[src/hdl/sit_pkg.sv]
// Types, widths and helpers for the segment intersection pipeline
`timescale 1ns / 1ps
`default_nettype none
package sit_pkg;

  localparam int FieldW     = 16;
  localparam int CoordWidth = 16;
  localparam int DiffW      = CoordWidth + 1;
  localparam int PrdW       = 2 * DiffW;
  localparam int NumW       = PrdW + 1;

  typedef enum logic [1:0] {
    RelCross     = 2'd0,
    RelParallel  = 2'd1,
    RelCollinear = 2'd2
  } rel_e;

  typedef struct packed {
    logic signed [FieldW-1:0] ax0;
    logic signed [FieldW-1:0] ay0;
    logic signed [FieldW-1:0] ax1;
    logic signed [FieldW-1:0] ay1;
    logic signed [FieldW-1:0] bx0;
    logic signed [FieldW-1:0] by0;
    logic signed [FieldW-1:0] bx1;
    logic signed [FieldW-1:0] by1;
  } sit_in_t;

  typedef struct packed {
    logic hit;
    rel_e relation;
  } sit_out_t;

  typedef struct packed {
    logic signed [DiffW-1:0] dax;
    logic signed [DiffW-1:0] day;
    logic signed [DiffW-1:0] dbx;
    logic signed [DiffW-1:0] dby;
    logic signed [DiffW-1:0] ox;
    logic signed [DiffW-1:0] oy;
    logic                    box_hit;
  } diff_t;

  typedef struct packed {
    logic signed [PrdW-1:0] na_p;
    logic signed [PrdW-1:0] na_q;
    logic signed [PrdW-1:0] nb_p;
    logic signed [PrdW-1:0] nb_q;
    logic signed [PrdW-1:0] d_p;
    logic signed [PrdW-1:0] d_q;
    logic                   box_hit;
  } prod_t;

  typedef struct packed {
    logic signed [NumW-1:0] na;
    logic signed [NumW-1:0] nb;
    logic signed [NumW-1:0] d;
    logic                   box_hit;
  } num_t;

  // take the low CoordWidth bits of a field, top bit is the sign
  function automatic logic signed [CoordWidth-1:0] coord_f(input logic [FieldW-1:0] raw);
    coord_f = signed'(CoordWidth'(raw));
  endfunction

  function automatic logic within_f(input logic signed [CoordWidth-1:0] p,
                                    input logic signed [CoordWidth-1:0] e0,
                                    input logic signed [CoordWidth-1:0] e1);
    within_f = ((p >= e0) && (p <= e1)) || ((p >= e1) && (p <= e0));
  endfunction

  // num/den in [0,1] for a nonzero den
  function automatic logic unit_ratio_f(input logic signed [NumW-1:0] num,
                                        input logic signed [NumW-1:0] den);
    if (den > 0) begin
      unit_ratio_f = (num >= 0) && (num <= den);
    end else begin
      unit_ratio_f = (num <= 0) && (num >= den);
    end
  endfunction

endpackage
`default_nettype wire

[src/hdl/sit_diff.sv]
// Stage 1: coordinate differences and collinear extent checks
`timescale 1ns / 1ps
`default_nettype none
module sit_diff (
  input  wire logic            clk_i,
  input  wire logic            rst_ni,
  input  wire logic            valid_i,
  input  wire sit_pkg::sit_in_t seg_i,
  output logic                 valid_o,
  output sit_pkg::diff_t       diff_o
);
  import sit_pkg::*;

  logic signed [CoordWidth-1:0] x1, y1, x2, y2, x3, y3, x4, y4;
  logic   valid_q;
  diff_t  diff_d, diff_q;

  always_comb begin
    x1 = coord_f(seg_i.ax0);
    y1 = coord_f(seg_i.ay0);
    x2 = coord_f(seg_i.ax1);
    y2 = coord_f(seg_i.ay1);
    x3 = coord_f(seg_i.bx0);
    y3 = coord_f(seg_i.by0);
    x4 = coord_f(seg_i.bx1);
    y4 = coord_f(seg_i.by1);

    diff_d.dax = DiffW'(x2) - DiffW'(x1);
    diff_d.day = DiffW'(y2) - DiffW'(y1);
    diff_d.dbx = DiffW'(x4) - DiffW'(x3);
    diff_d.dby = DiffW'(y4) - DiffW'(y3);
    diff_d.ox  = DiffW'(x1) - DiffW'(x3);
    diff_d.oy  = DiffW'(y1) - DiffW'(y3);

    // any endpoint inside the other segment's bounding box
    diff_d.box_hit =
        (within_f(x1, x3, x4) && within_f(y1, y3, y4)) ||
        (within_f(x2, x3, x4) && within_f(y2, y3, y4)) ||
        (within_f(x3, x1, x2) && within_f(y3, y1, y2)) ||
        (within_f(x4, x1, x2) && within_f(y4, y1, y2));
  end

  always_ff @(posedge clk_i or negedge rst_ni) begin
    if (!rst_ni) begin
      valid_q <= 1'b0;
    end else begin
      valid_q <= valid_i;
    end
  end

  always_ff @(posedge clk_i) begin
    if (valid_i) begin
      diff_q <= diff_d;
    end
  end

  assign valid_o = valid_q;
  assign diff_o  = diff_q;

endmodule
`default_nettype wire

[config.mk]
export PLATFORM = sky130hd
export DESIGN_NAME = sit_diff
export DESIGN_NICKNAME = d
export VERILOG_FILES = /design/src/hdl/sit_pkg.sv /design/src/hdl/sit_diff.sv
export SDC_FILE = /design/constraint.sdc
export NUM_CORES = 1
export LEC_CHECK = 0
export BUFFER_PORTS_ARGS = -buffer_cell sky130_fd_sc_hd__buf_2
export CORE_AREA = 2 2 133 135
export DETAILED_ROUTE_END_ITERATION = 16
export DIE_AREA = 0 0 135 137
export PLACE_DENSITY = 0.86
export SLEW_MARGIN = 20
export SYNTH_ARGS = -nofsm -noshare
export SYNTH_HDL_FRONTEND = slang
export SYNTH_SLANG_ARGS = --single-unit
[constraint.sdc]
create_clock -name clk_i -period 0.8 [get_ports clk_i]
set_input_delay 0.16 -clock clk_i [delete_from_list [all_inputs] [get_ports clk_i]]
set_output_delay 0.16 -clock clk_i [all_outputs]
set_load 0.02 [all_outputs]
==> results list, run 1 <==
- Register area share after synthesis: 31.1%
* Yosys warning count: 0
- Deepest level of the CTS H-tree: 3
- For this run, asynchronously set or reset flops after synthesis account for 0.962%.
* Avg Synthesized Cell Area: 9.36 um2
- In the synthesized netlist the dominant register cell turns out to be sky130_fd_sc_hd__edfxtp_1.
- The run stopped with a tool error.
- Counting along the longest clock path gives a buffer depth of 2.
* Vertical die dimension: 137 um
- CTS Buf Count: 9
- Starting Density: 58.8%
* Share of the synthesized area in the top cell type: 30.8%
- Buffers placed on the I/O ports in this run total between 200 and 250.
- sky130_fd_sc_hd__ha_1 is the most common cell in the netlist.
* Cell types with the largest area share after synthesis: sky130_fd_sc_hd__edfxtp_1 31%, sky130_fd_sc_hd__ha_1 24%, sky130_fd_sc_hd__inv_1 5.2%
* Total standard cell area after synthesis: 0.0100 mm2
- The flow stopped in clock tree synthesis.
- Tool error message: [ERROR DPL-0038] Utilization greater than 100%, impossible to legalize
- CTS sink cnt: 104
* Count of cell types in the netlist: between 60 and 70
- Yosys mapped a number of flops with a built-in enable equal to 103.
* Post-synthesis instance total: 1,072
* Gates resized, CTS repair: roughly 350
* Detailed Place HPWL: 31,800 um
- After clock tree synthesis, the flow added hold-fix buffers numbering 1.
* Ports: about 240
- Counting flops and latches in the post-synthesis netlist gives 104.
* Horiz. Die Dim: 135 um
- Total nets after synthesis: 1,403
- Summed over all instances, the cell type with the most area after synthesis is sky130_fd_sc_hd__edfxtp_1.
* Placer Congestion: 1.03
- Floorplan row count: between 40 and 50
* Cell at the root of the clock tree: sky130_fd_sc_hd__clkbuf_16
* Post-CTS Setup Repair Bufs: 75
- Commonest cells in the synthesized netlist: 194 x sky130_fd_sc_hd__ha_1, 139 x sky130_fd_sc_hd__inv_1, 103 x sky130_fd_sc_hd__edfxtp_1
-- metrics by stage --
| step | worst slack (ns) | cells | utilization, % | setup TNS (ns) | area, um2 |
|---|---|---|---|---|---|
| 2_1_floorplan | -1.40 | 1072 | - | -79.28 | 10800 |
| 3_3_place_gp | -1.84 | 1914 | 88.9 | -125.73 | 15200 |
| 3_5_place_dp | -1.86 | 1914 | 88.9 | -135.37 | 15200 |
-- logic make-up after synthesis --
family | count (synthesis) | share of synthesized area, %
AND/OR/NAND/NOR | 277 | 14.1
AO/OA/AOI/OAI | 271 | 17.4
adder cells (fa/ha/maj) | 200 | 25.4
buffers and inverters | 145 | 5.42
flip-flops | 104 | 31.1
XOR/XNOR | 70 | 6.11
multiplexers | 5 | 0.536
==> inputs of run 2 (changes only) <==
--- a/config.mk
+++ b/config.mk
@@ -6,10 +6,10 @@
 export NUM_CORES = 1
 export LEC_CHECK = 0
 export BUFFER_PORTS_ARGS = -buffer_cell sky130_fd_sc_hd__buf_2
-export CORE_AREA = 2 2 133 135
+export CORE_AREA = 2 2 162 164
 export DETAILED_ROUTE_END_ITERATION = 16
-export DIE_AREA = 0 0 135 137
-export PLACE_DENSITY = 0.86
+export DIE_AREA = 0 0 164 166
+export PLACE_DENSITY_LB_ADDON = 0.15
 export SLEW_MARGIN = 20
 export SYNTH_ARGS = -nofsm -noshare
 export SYNTH_HDL_FRONTEND = slang
==> run 2 against run 1 <==
Effect of this change:
- the flow now finishes, with violations (setup timing)
- area after synthesis unchanged
- synthesized cell count is the same
==> results list, run 2 <==
- PD cells: 1370 mW/mm2
* Commonest cells in the synthesized netlist: 194 x sky130_fd_sc_hd__ha_1, 139 x sky130_fd_sc_hd__inv_1, 103 x sky130_fd_sc_hd__edfxtp_1
- Setup repair after global routing missed its margin: true
- Counting every net in the synthesized netlist gives 1,403.
* Clock tree from TritonCTS: built
- The die is about 170 um tall.
- The number of buffers and inverters on the critical path is 2.
- Per report_power, the sequential group accounts for 30.1% of the total.
- For this run, the total global-route usage over all layers was measured as 25.0%.
- Per report_power, the combinational group accounts for 51.4% of the total.
* Number of global-route vias before repair: ~11,000
- By area the synthesized netlist is led by sky130_fd_sc_hd__edfxtp_1 31%, sky130_fd_sc_hd__ha_1 24%, sky130_fd_sc_hd__inv_1 5.2%.
* Maximum buffer depth of the clock tree: 2
- In this run the power spent charging and discharging nets is 8.75 mW.
* Deepest level of the CTS H-tree: 3
- Setup crit end kind: register
- Cell type of the slowest stage on the worst timing path: sky130_fd_sc_hd__or4_4
- Counting stages on the worst path, the most repeated cell is sky130_fd_sc_hd__nand4_1.
* Period minus WS final: 2.23 ns
- Status: finished with violations
- Register area share after synthesis: between 30 and 40%
- After synthesis the netlist holds a flip-flop and latch count of 104.
- Yosys warning count: 0
- Vias per inst: 5.06
- After detailed routing, the number of remaining DRC violations is 0.
- Number of nets in the layout: ~2,100
- Internal power comes to roughly 16 mW.
* Post-synthesis instance total: roughly 1,100
* Final routed wirelength across all metal layers: 34,900 um
- Relative to the synthesized area, the layout overhead comes to 80.3%.
* Count of cell types in the netlist: 62
- Total overflow reported by the global router: 0
- Clock-pin slew of the registers on the worst-case setup and hold paths: 0.08 ns
* Starting Density: ~39%
- Measured along the x axis, the die boundary spans 164 um.
- Counting the buffers created by CTS gives 9.
- Antenna violation net count after detailed routing: 0
* Net switching fraction of the power: between 30% and 40%
* Final setup margin: -1.43 ns
* Fin util: 70.6%
- Summed over its instances, the top area cell type makes up 30.8% of the synthesized netlist area.
- Primary FF master, synth: sky130_fd_sc_hd__edfxtp_1
- Kind of critical path: primary input to register
- Along the worst path, the maximum fanout reaches 3.
* Number of design-rule violations left by the first detailed-router iteration: 555
- After synthesis, the mean cell area works out to 9.36 um2.
- Async S/R FF share, synth: less than 1%
* Floorplan row count: 59
- Max-cap violations: 0
- At the worst endpoint, the required time is 0.91 ns.
* Layout fillers: a little under 2,000
* Placer Congestion: 0.894
- Grouping stages by cell kind, the critical path spends the most delay in simple AND/OR/NAND/NOR gates.
- Placed cell count: 2,042
* Critical path, cell by cell: buf_6 > ha_4 > nand4_1 > or4_4 > a21oi_2 > a211oi_2 > mux2i_2 > buf_4 > xnor2_2 > o22ai_1 > nand4_1
* First-pass GRT wire length: 54,000 um
* Worst path arrival time: 2.34 ns
- Violations in the final reports: setup timing
- Leaving out fill and tap cells, the most frequent cell in the layout is sky130_fd_sc_hd__buf_4.
* Routed vias: 10,682
- Largest vdd supply drop: 0.000966 V
- Commonest non-fill, non-tap cells in the layout: 399 x sky130_fd_sc_hd__buf_4, 149 x sky130_fd_sc_hd__ha_1, 147 x sky130_fd_sc_hd__buf_6, 120 x sky130_fd_sc_hd__buf_2, 107 x sky130_fd_sc_hd__inv_1
* Critical path startpoint category: primary input
- In the finished design, the share of the clock period the worst path needs comes to 279%.
- Floorplan die area: 0.0272 mm2
* Ports: 235
* Endpoints failing hold: 0
- Summed over all cells, the static leakage comes to 8.67 nW.
- Slew at the pin closest to its max-slew limit: 0.702 ns
- Summed over all failing endpoints, the final setup total negative slack is -101.30 ns.
* Cell at the root of the clock tree: sky130_fd_sc_hd__clkbuf_16
* Initial antenna violation count: 1
* Flip-flop count of the largest register, all copies and words added: around 100
* CTS sink cnt: ~100
* Setup-failing EPs final: 201
- The synthesized netlist occupies a cell area of 0.0100 mm2.
* Core region area: 0.0256 mm2
* Pin count of the biggest net entering global routing: 42
* Crit path largest cell delay: 0.58 ns
* Detailed-routing iteration count for the pre-antenna-repair pass: 4
- The clock network burns 18.5% of the power.
- The worst pin sits at a relative slew slack of 52.8%.
* Largest area contributor in the synthesized netlist: sky130_fd_sc_hd__edfxtp_1
* Cell Count, Final, Fillers Out: 2,111
- HP Class: primary input to async pin
- The max-slew violation count was 0.
* Share of post-route cells with drive strength above 1: between 50% and 60%
- Leading cell type by number of instances after synthesis: sky130_fd_sc_hd__ha_1
* Crit path launch: seg_i[13]
- Yosys mapped a number of flops with a built-in enable equal to 103.
- Port buffer count: around 230
- Overall power of the completed layout: 24.9 mW
- The wire-length estimate of the detail-placed layout is 27,500 um.
- Based on the critical path, the design can be clocked at up to 447 MHz.
- The tightest hold path in the finished design has a slack of just over 0.08 ns.
- In the final routed layout, each cell accounts on average for 16.5 um.
[run 2: logic make-up (layout without fill, tap and decap cells)]
group / Yosys count / after routing / share of synthesized area (%)
AND/OR/NAND/NOR: 277 / 277 / 14.1
flip-flops: 104 / 104 / 31.1
buffers and inverters: 145 / 848 / 5.42
AO/OA/AOI/OAI: 271 / 271 / 17.4
other: 0 / 1 / 0
adder cells (fa/ha/maj): 200 / 200 / 25.4
multiplexers: 5 / 5 / 0.536
XOR/XNOR: 70 / 70 / 6.11
[run 2: power by group through the flow]
stage	combinational [mW]	sequential (mW)	clock (mW)
after detailed placement	10.2	7.46	0
final	12.8	7.49	4.60
after floorplan	4.42	8.54	0
after global placement	10.1	7.46	0
after global routing	13.8	7.58	4.85
after CTS	11.8	7.43	4.72
[run 2: routing by layer]
layer  vias up  share of wire (%)  GRT usage, %
met2       288                 52          46.6
met3        68                4.3          2.87
li1       5349                  -             -
met1      4977                 41          29.2
met5         -                  0             0
met4         0                3.3          8.58
[run 2: cell type report]
type / count / area (um2) / share of cell area, %
antenna: 1 / 2.50 / 0.0138
clock buffer: 10 / 239 / 1.32
clock inverter: 6 / 50.0 / 0.277
inverter: 139 / 688 / 3.80
multi-input combinational: 823 / 7880 / 43.5
sequential: 104 / 3120 / 17.2
tap: 335 / 419 / 2.32
timing repair buffer: 693 / 5700 / 31.5
[run 2: worst max path at each step]
stage / cells after the start / to
4_1_cts: 12 / diff_o[68]$_DFFE_PP_
5_1_grt: 12 / diff_o[0]$_DFFE_PP_
2_1_floorplan: 11 / diff_o[68]$_DFFE_PP_
3_3_place_gp: 11 / diff_o[0]$_DFFE_PP_
3_5_place_dp: 11 / diff_o[0]$_DFFE_PP_
6_report: 11 / diff_o[0]$_DFFE_PP_
[run 2: stage by stage]
step | setup slack [ns] | area (um2)
finish | -1.43 | 18100
global route | -1.48 | 18100
CTS | -1.33 | 17300
detailed placement | -2.08 | 15400
global placement | -2.07 | 15400
floorplan | -1.40 | 10800
[run 2: timing repair]
item,in CTS,in global routing
pin swaps,130,102
hold buffers,1,0
buffers inserted,62,32
resized for setup,297,221
hold endpoints to repair,1,0
endpoints found under the setup margin,201,201
Note: power is estimated with default switching activity, not from simulation.
==> inputs of run 3 (changes only) <==
--- a/config.mk
+++ b/config.mk
@@ -6,9 +6,10 @@
 export NUM_CORES = 1
 export LEC_CHECK = 0
 export BUFFER_PORTS_ARGS = -buffer_cell sky130_fd_sc_hd__buf_2
-export CORE_AREA = 2 2 162 164
+export CORE_AREA = 2 2 139 141
+export CTS_BUF_LIST = sky130_fd_sc_hd__clkbuf_2
 export DETAILED_ROUTE_END_ITERATION = 16
-export DIE_AREA = 0 0 164 166
+export DIE_AREA = 0 0 141 143
 export PLACE_DENSITY_LB_ADDON = 0.15
 export SLEW_MARGIN = 20
 export SYNTH_ARGS = -nofsm -noshare
==> run 3 against run 2 <==
Effect of this change:
- the flow now stops in global routing
- area after synthesis unchanged
- synthesized cell count stayed put
==> results list, run 3 <==
- Horiz. Die Dim: ~140 um
* Post-synth EDFFs: between 100 and 150
* Total nets after synthesis: 1,403
- CTS sink cnt: 104
* Total standard cell area after synthesis: 0.0100 mm2
- 235 I/O pins were placed.
- Detailed Place HPWL: 27,700 um
* Primary FF master, synth: sky130_fd_sc_hd__edfxtp_1
* Post-synthesis instance total: ~1,100
- No sink is reached through more buffers than the 2 on the longest clock path.
- In this run the core area contains 50 standard-cell rows.
* Port buffer count: 234
* Starting Density: 54.0%
- In this run the clock root is driven by a sky130_fd_sc_hd__clkbuf_2.
- Averaged over all synthesized cells, the footprint is 9.36 um2.
- Routability-driven placement finished with a final weighted congestion of 0.939.
- Worst Endpoint after GRT Repair: diff_o[0]$_DFFE_PP_/D
* Leading cell type by number of instances after synthesis: sky130_fd_sc_hd__ha_1
- Pin count of the biggest net entering global routing: 37
- Tool error message: [ERROR GRT-0232] Routing congestion too high. Check the congestion heatmap in the GUI.
- Buffers inserted during clock tree synthesis total 9.
* Cell types with the largest area share after synthesis: sky130_fd_sc_hd__edfxtp_1 31%, sky130_fd_sc_hd__ha_1 24%, sky130_fd_sc_hd__inv_1 5.2%
* Commonest cells in the synthesized netlist: 194 x sky130_fd_sc_hd__ha_1, 139 x sky130_fd_sc_hd__inv_1, 103 x sky130_fd_sc_hd__edfxtp_1
- Of all flip-flops after synthesis, the portion carrying an async set or reset was less than 1%.
- Stage reached: global routing
- After the last repair the worst path ends at a register data pin.
* Deepest level of the CTS H-tree: 3
- Yosys warning count: 0
- After synthesis, the largest area contributor takes up slightly above 30% of total cell area.
- Setup slack at placement: -1.97 ns
* Count of cell types in the netlist: 62
- The die is 143 um tall.
- Register area share after synthesis: 31.1%
- Across every metal layer, demand over resource in global routing totals 89.1%.
- Status: stopped before the end
- Total overflow reported by the global router: 1,097
- Once placement completed, the tool counted placed cells totaling between 1,500 and 2,000.
- Largest area contributor in the synthesized netlist: sky130_fd_sc_hd__edfxtp_1
- FF+latch count, synth: 104
## run 3: cell counts after synthesis
No cell type changed its count.
## run 3: logic make-up after synthesis
| group | synth area share, % |
|---|---|
| xor gates and xnor gates | 6.11 |
| adders and majority gates | 25.4 |
| muxes | 0.536 |
| DFF | 31.1 |
| buffers and inverters | 5.42 |
| and+or+nand+nor | 14.1 |
| AOI/OAI and AO/OA | 17.4 |
## run 3: stage by stage
step	hold slack (ns)	utilization (%)	setup TNS, ns	instance area (um2)
after floorplan	-0.136	-	-79.28	10800
after global placement	-0.0658	82.4	-125.38	15300
after detailed placement	-0.0557	82.4	-130.43	15300
after CTS	-0.0300	92.8	-108.70	17200
## run 3: per-layer routing
| metal | GRT usage, % | overflow |
|---|---|---|
| met2 | 119 | 853 |
| met5 | 15.5 | 0 |
| met1 | 80.4 | 4 |
| met4 | 105 | 238 |
| met3 | 63.0 | 2 |
## run 3: what timing repair did
| action | in CTS |
|---|---|
| resized for setup | 321 |
| pin swaps | 141 |
| gates cloned | 0 |
| hold buffers | 10 |
| hold endpoints to repair | 79 |
| setup endpoints to repair | 183 |
| buffers inserted | 78 |
